==> src/hdl/ast_pkg.sv <==
// Shared types, codes and constants of the alarm slot table.
package ast_pkg;

    localparam int SLOTS_DEF  = 8;
    localparam int STAMP_W    = 40;
    localparam int HANDLER_W  = 8;
    localparam int SLOT_W     = 3;
    localparam int RESULT_CAP = 8;
    localparam int CNT_W      = $clog2(RESULT_CAP + 1);

    localparam logic CMD_ADD   = 1'b0;
    localparam logic CMD_CHECK = 1'b1;

    typedef enum logic [1:0] {
        KIND_ADDED   = 2'd0,
        KIND_DROPPED = 2'd1,
        KIND_FIRED   = 2'd2,
        KIND_NONE    = 2'd3
    } kind_t;

    typedef struct packed {
        logic                 cmd;
        logic [STAMP_W-1:0]   stamp;
        logic [HANDLER_W-1:0] handler_id;
    } req_t;

    typedef struct packed {
        kind_t                kind;
        logic [SLOT_W-1:0]    slot;
        logic [HANDLER_W-1:0] fired_handler;
        logic                 last;
    } rsp_t;

    typedef enum logic [1:0] {
        ST_IDLE,
        ST_SCAN,
        ST_FINISH
    } state_t;

    // Controller to datapath.
    typedef struct packed {
        logic load;     // take a new request, restart the scan
        logic advance;  // step to the next slot
        logic take;     // act on the current slot (store or fire)
        logic emit;     // write the closing result
    } dp_cmd_t;

    // Datapath to controller.
    typedef struct packed {
        logic is_add;
        logic hit;
        logic last_idx;
        logic cap_reached;
        logic pend_valid;
        logic out_free;
    } dp_status_t;

endpackage

==> src/hdl/alarm_slot_table_core.sv <==
// Top level of the alarm slot table: sequencer plus slot datapath.
// Scan: a request scans the slots one per cycle unless a fired result waits for the
// output register; an add stops at the first free slot, else drops at the last one,
// and a check stops at the last slot (earlier once eight alarms have fired); the
// final result waits on output stalls. Requests are taken one at a time, in the idle
// state entered once the final result is written (single due-time comparator).
// Reset: rst_n clears every slot's active bit at once; no clearing pass.
module alarm_slot_table_core #(
    parameter int SLOTS = ast_pkg::SLOTS_DEF
) (
    input  logic          clk,
    input  logic          rst_n,
    input  logic          req_valid,
    output logic          req_stall,
    input  ast_pkg::req_t req,
    output logic          rsp_valid,
    input  logic          rsp_stall,
    output ast_pkg::rsp_t rsp
);

    // Command and status between the sequencer and the datapath.
    ast_pkg::dp_cmd_t    dp_cmd;
    ast_pkg::dp_status_t dp_status;

    // Sequencer: accept a request in idle, walk the slots, then close the
    // request with its final result. Hold the walk while a fired result
    // waits for the output register.
    ast_ctrl u_ctrl (
        .clk       (clk),
        .rst_n     (rst_n),
        .req_valid (req_valid),
        .req_stall (req_stall),
        .status    (dp_status),
        .cmd       (dp_cmd)
    );

    // Datapath: slot memories, active bits, the due-time compare, one
    // pending result (so the last flag can be set on the final fire) and
    // the output register that parts the two channels.
    ast_dp #(
        .SLOTS (SLOTS)
    ) u_dp (
        .clk       (clk),
        .rst_n     (rst_n),
        .req       (req),
        .cmd       (dp_cmd),
        .status    (dp_status),
        .rsp       (rsp),
        .rsp_valid (rsp_valid),
        .rsp_stall (rsp_stall)
    );

endmodule

==> src/hdl/ast_ctrl.sv <==
// Sequencer of the alarm slot table: slot scan and result hand-off.
module ast_ctrl (
    input  logic               clk,
    input  logic               rst_n,
    input  logic               req_valid,
    output logic               req_stall,
    input  ast_pkg::dp_status_t status,
    output ast_pkg::dp_cmd_t    cmd
);

    ast_pkg::state_t state_reg;
    ast_pkg::state_t state_next;

    always_ff @(posedge clk or negedge rst_n)
    begin
        if (!rst_n)
        begin
            state_reg <= ast_pkg::ST_IDLE;
        end
        else
        begin
            state_reg <= state_next;
        end
    end

    // Next state.
    always_comb
    begin
        state_next = state_reg;
        unique case (state_reg)
            ast_pkg::ST_IDLE:
            begin
                if (req_valid)
                begin
                    state_next = ast_pkg::ST_SCAN;
                end
            end
            ast_pkg::ST_SCAN:
            begin
                if (status.hit)
                begin
                    if (status.is_add)
                    begin
                        state_next = ast_pkg::ST_FINISH;
                    end
                    else if (!status.pend_valid || status.out_free)
                    begin
                        if (status.cap_reached || status.last_idx)
                        begin
                            state_next = ast_pkg::ST_FINISH;
                        end
                    end
                end
                else if (status.last_idx)
                begin
                    state_next = ast_pkg::ST_FINISH;
                end
            end
            ast_pkg::ST_FINISH:
            begin
                if (status.out_free)
                begin
                    state_next = ast_pkg::ST_IDLE;
                end
            end
            default:
            begin
                state_next = ast_pkg::ST_IDLE;
            end
        endcase
    end

    // Outputs.
    always_comb
    begin
        cmd       = '0;
        req_stall = 1'b1;
        unique case (state_reg)
            ast_pkg::ST_IDLE:
            begin
                req_stall = 1'b0;
                cmd.load  = req_valid;
            end
            ast_pkg::ST_SCAN:
            begin
                if (status.hit)
                begin
                    if (status.is_add)
                    begin
                        cmd.take = 1'b1;
                    end
                    else if (!status.pend_valid || status.out_free)
                    begin
                        cmd.take    = 1'b1;
                        cmd.advance = !(status.cap_reached || status.last_idx);
                    end
                end
                else
                begin
                    cmd.advance = !status.last_idx;
                end
            end
            ast_pkg::ST_FINISH:
            begin
                cmd.emit = status.out_free;
            end
            default:
            begin
                cmd = '0;
            end
        endcase
    end

endmodule

==> src/hdl/ast_dp.sv <==
// Datapath of the alarm slot table: slot storage, compare and result registers.
module ast_dp #(
    parameter int SLOTS = ast_pkg::SLOTS_DEF
) (
    input  logic                clk,
    input  logic                rst_n,
    input  ast_pkg::req_t       req,
    input  ast_pkg::dp_cmd_t    cmd,
    output ast_pkg::dp_status_t status,
    output ast_pkg::rsp_t       rsp,
    output logic                rsp_valid,
    input  logic                rsp_stall
);

    localparam int IDX_W = (SLOTS > 1) ? $clog2(SLOTS) : 1;

    logic [ast_pkg::STAMP_W-1:0]   due_mem     [SLOTS];
    logic [ast_pkg::HANDLER_W-1:0] handler_mem [SLOTS];

    logic [SLOTS-1:0]              active_reg;
    logic [IDX_W-1:0]              idx_reg;
    logic [IDX_W-1:0]              idx_next;
    logic                          cmd_reg;
    logic [ast_pkg::STAMP_W-1:0]   stamp_reg;
    logic [ast_pkg::HANDLER_W-1:0] handler_reg;
    logic [ast_pkg::CNT_W-1:0]     fire_cnt_reg;
    logic [ast_pkg::STAMP_W-1:0]   rd_due_reg;
    logic [ast_pkg::HANDLER_W-1:0] rd_handler_reg;
    logic                          pend_valid_reg;
    ast_pkg::rsp_t                 pend_reg;
    ast_pkg::rsp_t                 pend_next;
    ast_pkg::rsp_t                 rsp_reg;
    ast_pkg::rsp_t                 rsp_next;
    logic                          rsp_valid_reg;
    logic                          is_add;
    logic                          out_free;
    logic                          push_pend;

    assign is_add   = (cmd_reg == ast_pkg::CMD_ADD);
    assign out_free = !rsp_valid_reg || !rsp_stall;
    // A fire while a result is pending moves the pending one out, not last.
    assign push_pend = cmd.take && !is_add && pend_valid_reg;

    always_comb
    begin
        if (cmd.load)
        begin
            idx_next = '0;
        end
        else if (cmd.advance)
        begin
            idx_next = idx_reg + IDX_W'(1);
        end
        else
        begin
            idx_next = idx_reg;
        end
    end

    always_comb
    begin
        pend_next      = '0;
        pend_next.slot = ast_pkg::SLOT_W'(idx_reg);
        if (is_add)
        begin
            pend_next.kind = ast_pkg::KIND_ADDED;
        end
        else
        begin
            pend_next.kind          = ast_pkg::KIND_FIRED;
            pend_next.fired_handler = rd_handler_reg;
        end
    end

    // Result to load into the output register: the pending one, or the
    // closing drop / nothing-fired result when none is pending.
    always_comb
    begin
        rsp_next = pend_reg;
        if (push_pend)
        begin
            rsp_next.last = 1'b0;
        end
        else if (pend_valid_reg)
        begin
            rsp_next.last = 1'b1;
        end
        else
        begin
            rsp_next      = '0;
            rsp_next.kind = is_add ? ast_pkg::KIND_DROPPED : ast_pkg::KIND_NONE;
            rsp_next.last = 1'b1;
        end
    end

    always_comb
    begin
        status.is_add      = is_add;
        status.hit         = is_add ? !active_reg[idx_reg]
                                    : (active_reg[idx_reg] && (rd_due_reg <= stamp_reg));
        status.last_idx    = (idx_reg == IDX_W'(SLOTS - 1));
        status.cap_reached = (fire_cnt_reg == ast_pkg::CNT_W'(ast_pkg::RESULT_CAP - 1));
        status.pend_valid  = pend_valid_reg;
        status.out_free    = out_free;
    end

    // Slot memories: one write port, one registered read port.
    always_ff @(posedge clk)
    begin
        if (cmd.take && is_add)
        begin
            due_mem[idx_reg]     <= stamp_reg;
            handler_mem[idx_reg] <= handler_reg;
        end
        rd_due_reg     <= due_mem[idx_next];
        rd_handler_reg <= handler_mem[idx_next];
    end

    // Request and result payload.
    always_ff @(posedge clk)
    begin
        if (cmd.load)
        begin
            cmd_reg     <= req.cmd;
            stamp_reg   <= req.stamp;
            handler_reg <= req.handler_id;
        end
        if (cmd.take)
        begin
            pend_reg <= pend_next;
        end
        if (push_pend || cmd.emit)
        begin
            rsp_reg <= rsp_next;
        end
    end

    // Control state.
    always_ff @(posedge clk or negedge rst_n)
    begin
        if (!rst_n)
        begin
            active_reg     <= '0;
            idx_reg        <= '0;
            fire_cnt_reg   <= '0;
            pend_valid_reg <= 1'b0;
            rsp_valid_reg  <= 1'b0;
        end
        else
        begin
            idx_reg <= idx_next;
            if (cmd.load)
            begin
                fire_cnt_reg   <= '0;
                pend_valid_reg <= 1'b0;
            end
            else if (cmd.take)
            begin
                pend_valid_reg <= 1'b1;
                if (!is_add)
                begin
                    fire_cnt_reg <= fire_cnt_reg + ast_pkg::CNT_W'(1);
                end
            end
            else if (cmd.emit)
            begin
                pend_valid_reg <= 1'b0;
            end

            if (cmd.take)
            begin
                active_reg[idx_reg] <= is_add;
            end

            if (push_pend || cmd.emit)
            begin
                rsp_valid_reg <= 1'b1;
            end
            else if (!rsp_stall)
            begin
                rsp_valid_reg <= 1'b0;
            end
        end
    end

    assign rsp       = rsp_reg;
    assign rsp_valid = rsp_valid_reg;

endmodule
==> config.mk <==
export PLATFORM = sky130hd
export DESIGN_NAME = alarm_slot_table_core
export DESIGN_NICKNAME = d
export VERILOG_FILES = /design/src/hdl/ast_pkg.sv /design/src/hdl/alarm_slot_table_core.sv /design/src/hdl/ast_ctrl.sv /design/src/hdl/ast_dp.sv
export SDC_FILE = /design/constraint.sdc
export NUM_CORES = 1
export LEC_CHECK = 0
export BUFFER_PORTS_ARGS = -buffer_cell sky130_fd_sc_hd__buf_2
export CAP_MARGIN = 5
export CORE_MARGIN = 2
export CORE_UTILIZATION = 25
export CTS_CLUSTER_DIAMETER = 120
export DETAILED_ROUTE_END_ITERATION = 10
export GPL_ROUTABILITY_DRIVEN = 1
export HOLD_SLACK_MARGIN = 0.12
export SLEW_MARGIN = 20
export SYNTH_ARGS = -nofsm -noshare
export SYNTH_HDL_FRONTEND = slang
export SYNTH_SLANG_ARGS = --single-unit
==> constraint.sdc <==
create_clock -name clk -period 13.78 [get_ports clk]
set_clock_uncertainty 0.2 [all_clocks]
set_input_delay 1.378 -clock clk [delete_from_list [all_inputs] [get_ports clk]]
set_output_delay 1.378 -clock clk [all_outputs]
set_load 0.005 [all_outputs]
==> insert_results.sql <==
INSERT INTO impl_metrics (metric_group, metric, value, unit) VALUES
('run_status', 'run_status', 'complete, no violations', ''),
('setup_path', 'critical_path.startpoint_type', 'flip-flop', ''),
('setup_path', 'cp_data_required_time', '14.06', 'ns'),
('detailed_routing', 'postRouteAntennaNets', '0', ''),
('layout', 'n_fill_cell', '7937', ''),
('die', 'ios', '69', ''),
('yosys', 'ys_ff_latch', '526', ''),
('detailed_routing', 'route.met3.wl', '2717', 'µm'),
('die', 'die_x', '290.1', 'µm'),
('sta', 'drv_slew', '0', ''),
('yosys', 'number_of_flops_mapped_to_enable_cells_by_yosys', '459', ''),
('placement', 'io_buffer_count', '68', ''),
('sta', 'fin_tns_setup', '0', 'ns'),
('detailed_routing', 'drt_iter0_drc', '937', ''),
('detailed_routing', 'met2_length', '21480', 'µm'),
('detailed_routing', 'drc', '0', ''),
('detailed_routing', 'routed_wire_length_per_instance', '18.99', 'µm'),
('pwr', 'power_leakage', '7.864', 'nW'),
('yosys', 'ys.warnings.count', '0', ''),
('clock_tree', 'cts.reportedPaths.clkPinSlew', '0.06', 'ns'),
('layout', 'register_ranked_first_by_flip_flop_count', 'u_dp.due_mem', ''),
('clock_tree', 'postCtsHoldBufs', '0', ''),
('yosys', 'synth.distinct_cells', '51', ''),
('yosys', 'async_flop_share', '3.612', '%'),
('die', 'floorplan.core_area', '80810', 'µm²'),
('sta', 'achievable-frequency', '174.9', 'MHz'),
('setup_path', 'crit_path_max_fanout', '49', ''),
('global_routing', 'track_usage', '10.81', '%'),
('clock_tree', 'cts_tree', 'yes', ''),
('sta', 'hold-worst-slack', '0.3205', 'ns'),
('run', 'drv_cap', '0', ''),
('global_routing', 'gr-total-overflow', '0', ''),
('global_routing', 'grt_pass1_wl', '70360', 'µm'),
('detailed_routing', 'route.final.wire_length', '46290', 'µm'),
('setup_path', 'criticalPathCategory', 'flip-flop to flip-flop', ''),
('pwr', 'power_per_cell_area', '204.5', 'nW/µm²'),
('clock_tree', 'clock_insertion_delay_worst_skew', '0.59', 'ns'),
('setup_path', 'arrival', '6.00', 'ns'),
('die', 'floorplan.die_area', '84170', 'µm²'),
('setup_path', 'critPathCaptureType', 'flip-flop', ''),
('sta', 'final_cycle_share', '41.49', '%'),
('die', 'floorplan.die.height', '290.1', 'µm'),
('clock_tree', 'cts_inserted_buffers', '50', ''),
('yosys', 'netlist_area', '20470', 'µm²'),
('layout', 'largest_registers', 'u_dp.due_mem: 320 flops, u_dp.handler_mem: 64 flops', ''),
('clock_tree', 'setup_repair_bufs_after_cts', '0', ''),
('sta', 'rsz_0062_raised_after_global_routing', 'false', ''),
('clock_tree', 'clk_root_buffer_cell', 'sky130_fd_sc_hd__clkbuf_16', ''),
('yosys', 'synth_flop_cell', 'sky130_fd_sc_hd__edfxtp_1', ''),
('clock_tree', 'ctsResizeCount', '0', ''),
('detailed_routing', 'dr.pass1.iters', '7', ''),
('die', 'rows', '104', ''),
('layout', 'area_growth_syn_to_layout', '15.69', '%'),
('hold_path', 'hold_class', 'flip-flop to flip-flop', ''),
('yosys', 'synth-seq-area-share', '74.37', '%'),
('sta', 'finalWorstPathRequiredPeriod', '5.718', 'ns'),
('detailed_routing', 'vias_per_cell', '4.621', ''),
('sta', 'timing_hold_violations_final', '0', ''),
('clock_tree', 'clock_tree.buffer_depth', '3', ''),
('placement', 'place_hpwl', '24340', 'µm'),
('global_routing', 'largest_net_degree_at_the_start_of_global_routing', '79', ''),
('die', 'initial_utilization', '25.33', '%'),
('layout', 'largest_register_ffs', '320', ''),
('clock_tree', 'clock_sinks', '526', ''),
('sta', 'tightestPinTransition', '1.034', 'ns'),
('setup_path', 'r2r_slack', '8.06', 'ns'),
('layout', 'final_layout_size_suffix_gt1_share', '17.56', '%'),
('sta', 'max_slew_margin', '29.56', '%'),
('detailed_routing', 'highest-signal-layer', 'met4', ''),
('global_routing', 'first_global_vias', '11470', ''),
('detailed_routing', 'met1Wirelength', '21350', 'µm'),
('detailed_routing', 'num_vias', '11270', ''),
('yosys', 'synthesis.area_per_instance', '16.14', 'µm²'),
('placement', 'place_congestion', '0.7400', ''),
('layout', 'num-nets-final', '1433', ''),
('yosys', 'synth.net_count', '1364', ''),
('yosys', 'synthCells', '1268', ''),
('sta', 'report.final.setup_viol', '0', ''),
('pwr', 'max-vdd-ir-drop', '0.0001043', 'V'),
('global_routing', 'number_of_antenna_violations_at_the_first_check_in_global_routing', '2', ''),
('layout', 'antennaDiodeCount', '0', ''),
('clock_tree', 'cts-htree-levels', '2', '');
-- area by class of cell --
cell class	instances	area, µm²	share of cell area, %
multi-input combinational	616	4800	20.27
tap	1060	1326	5.602
timing repair buffer	88	490.5	2.072
inverter	55	206.4	0.8720
clock inverter	24	250.2	1.057
sequential	526	15220	64.28
clock buffer	69	1384	5.845
-- routing by layer --
layer,up-vias,track usage [%]
met2,307,17.21
met3,51,2.374
met1,5723,14.86
met5,-,0
met4,0,2.934
li1,5184,-
-- final timing paths --
path                                       end  cells past startpoint          startpoint
max in group asynchronous       u_dp.rsp_valid                      1               rst_n
max reg2reg                u_dp.rd_due_reg[28]                     12  u_dp.stamp_reg[31]
min reg2reg                 u_dp.active_reg[3]                      2  u_dp.active_reg[3]
min                         u_dp.active_reg[3]                      2  u_dp.active_reg[3]
min in group asynchronous   u_dp.active_reg[2]                      1               rst_n
max                        u_dp.rd_due_reg[28]                     12  u_dp.stamp_reg[31]
-- report_power, final --
| group | total [mW] | switching [mW] | leakage, nW | internal (mW) |
|---|---|---|---|---|
| registers | 2.12 | 0.132 | 4.78 | 1.99 |
| logic | 1.35 | 0.833 | 2.29 | 0.515 |
| clock network | 1.37 | 0.577 | 0.798 | 0.796 |
-- per-stage QoR --
step / utilization [%] / total power, mW / instance area (µm²) / instances / setup WS, ns
2_1_floorplan: - / 3.143 / 20470 / 1268 / 8.662
3_3_place_gp: 27.26 / 3.471 / 22030 / 2345 / 7.725
3_5_place_dp: 27.27 / 3.512 / 22040 / 2345 / 7.915
4_1_cts: 29.29 / 4.897 / 23670 / 2438 / 7.898
5_1_grt: 29.30 / 5.107 / 23680 / 2438 / 7.722
6_report: 29.30 / 4.842 / 23680 / 2438 / 8.062
-- cell usage after synthesis, drive strengths merged (43+ instances only) --
cell,count,area [µm²]
edfxtp,459,13780
o22ai,97,606.8
nand2,74,277.8
nor2,73,299.0
inv,55,206.5
a2111oi,49,854.6
a211oi,49,372.9
dfxtp,48,960.9
o21a,48,360.4
o221ai,48,420.4
buf,45,260.2
ha,43,538.0
-- critical path: stages (launching register included) --
cell	delay, ns
sky130_fd_sc_hd__edfxtp_1	0.55
sky130_fd_sc_hd__inv_1	0.08
sky130_fd_sc_hd__ha_1	0.32
sky130_fd_sc_hd__nand4_1	0.29
sky130_fd_sc_hd__nor4_2	0.73
sky130_fd_sc_hd__o31ai_1	0.20
sky130_fd_sc_hd__and4_1	0.32
sky130_fd_sc_hd__a211o_1	0.56
sky130_fd_sc_hd__mux2_2	0.32
sky130_fd_sc_hd__buf_4	0.63
sky130_fd_sc_hd__or2_4	0.85
sky130_fd_sc_hd__nor2_1	0.11
sky130_fd_sc_hd__a2111oi_2	0.39
-- cells in the final DEF (no fill, tap or decap), types with 3 or more instances in the layout --
master,netlist,layout
sky130_fd_sc_hd__edfxtp_1,459,459
sky130_fd_sc_hd__nor2b_1,6,6
sky130_fd_sc_hd__clkbuf_1,26,14
sky130_fd_sc_hd__ha_1,43,43
sky130_fd_sc_hd__o22ai_1,97,97
sky130_fd_sc_hd__dfrtp_1,19,19
sky130_fd_sc_hd__a2111oi_4,10,10
sky130_fd_sc_hd__o211ai_1,3,3
sky130_fd_sc_hd__a2111oi_2,38,38
sky130_fd_sc_hd__o21a_1,48,48
sky130_fd_sc_hd__inv_1,55,54
sky130_fd_sc_hd__nand4_1,11,11
sky130_fd_sc_hd__clkinv_1,0,6
sky130_fd_sc_hd__o21ai_0,9,9
sky130_fd_sc_hd__o221ai_1,48,48
sky130_fd_sc_hd__clkinv_2,0,9
sky130_fd_sc_hd__nand2_1,74,74
sky130_fd_sc_hd__bufinv_16,0,5
sky130_fd_sc_hd__buf_4,9,20
sky130_fd_sc_hd__dfxtp_1,48,48
sky130_fd_sc_hd__and3_1,3,3
sky130_fd_sc_hd__clkbuf_8,0,4
sky130_fd_sc_hd__a21o_1,3,3
sky130_fd_sc_hd__a21oi_1,22,22
sky130_fd_sc_hd__mux2_2,3,3
sky130_fd_sc_hd__mux2i_1,15,13
sky130_fd_sc_hd__a211oi_1,48,48
sky130_fd_sc_hd__nor2_2,10,10
sky130_fd_sc_hd__buf_2,34,68
sky130_fd_sc_hd__nand2b_1,3,3
sky130_fd_sc_hd__nor2_1,63,56
sky130_fd_sc_hd__nor2_4,0,7
sky130_fd_sc_hd__nand3_1,11,11
sky130_fd_sc_hd__clkbuf_16,0,51
sky130_fd_sc_hd__and2_1,19,19
sky130_fd_sc_hd__mux2i_4,2,5
-- logic make-up (layout without fill, tap and decap cells) --
| family | Yosys count | after routing | share of synthesized area, % |
|---|---|---|---|
| multiplexers | 21 | 21 | 1.186 |
| adder cells (fa/ha/maj) | 43 | 43 | 2.629 |
| AND/OR/NAND/NOR | 212 | 212 | 4.793 |
| flip-flops | 526 | 526 | 74.37 |
| AO/OA/AOI/OAI | 337 | 337 | 14.14 |
| XOR/XNOR | 3 | 3 | 0.1284 |
| buffers and inverters | 126 | 236 | 2.757 |
(Power assumes the default switching activity.)
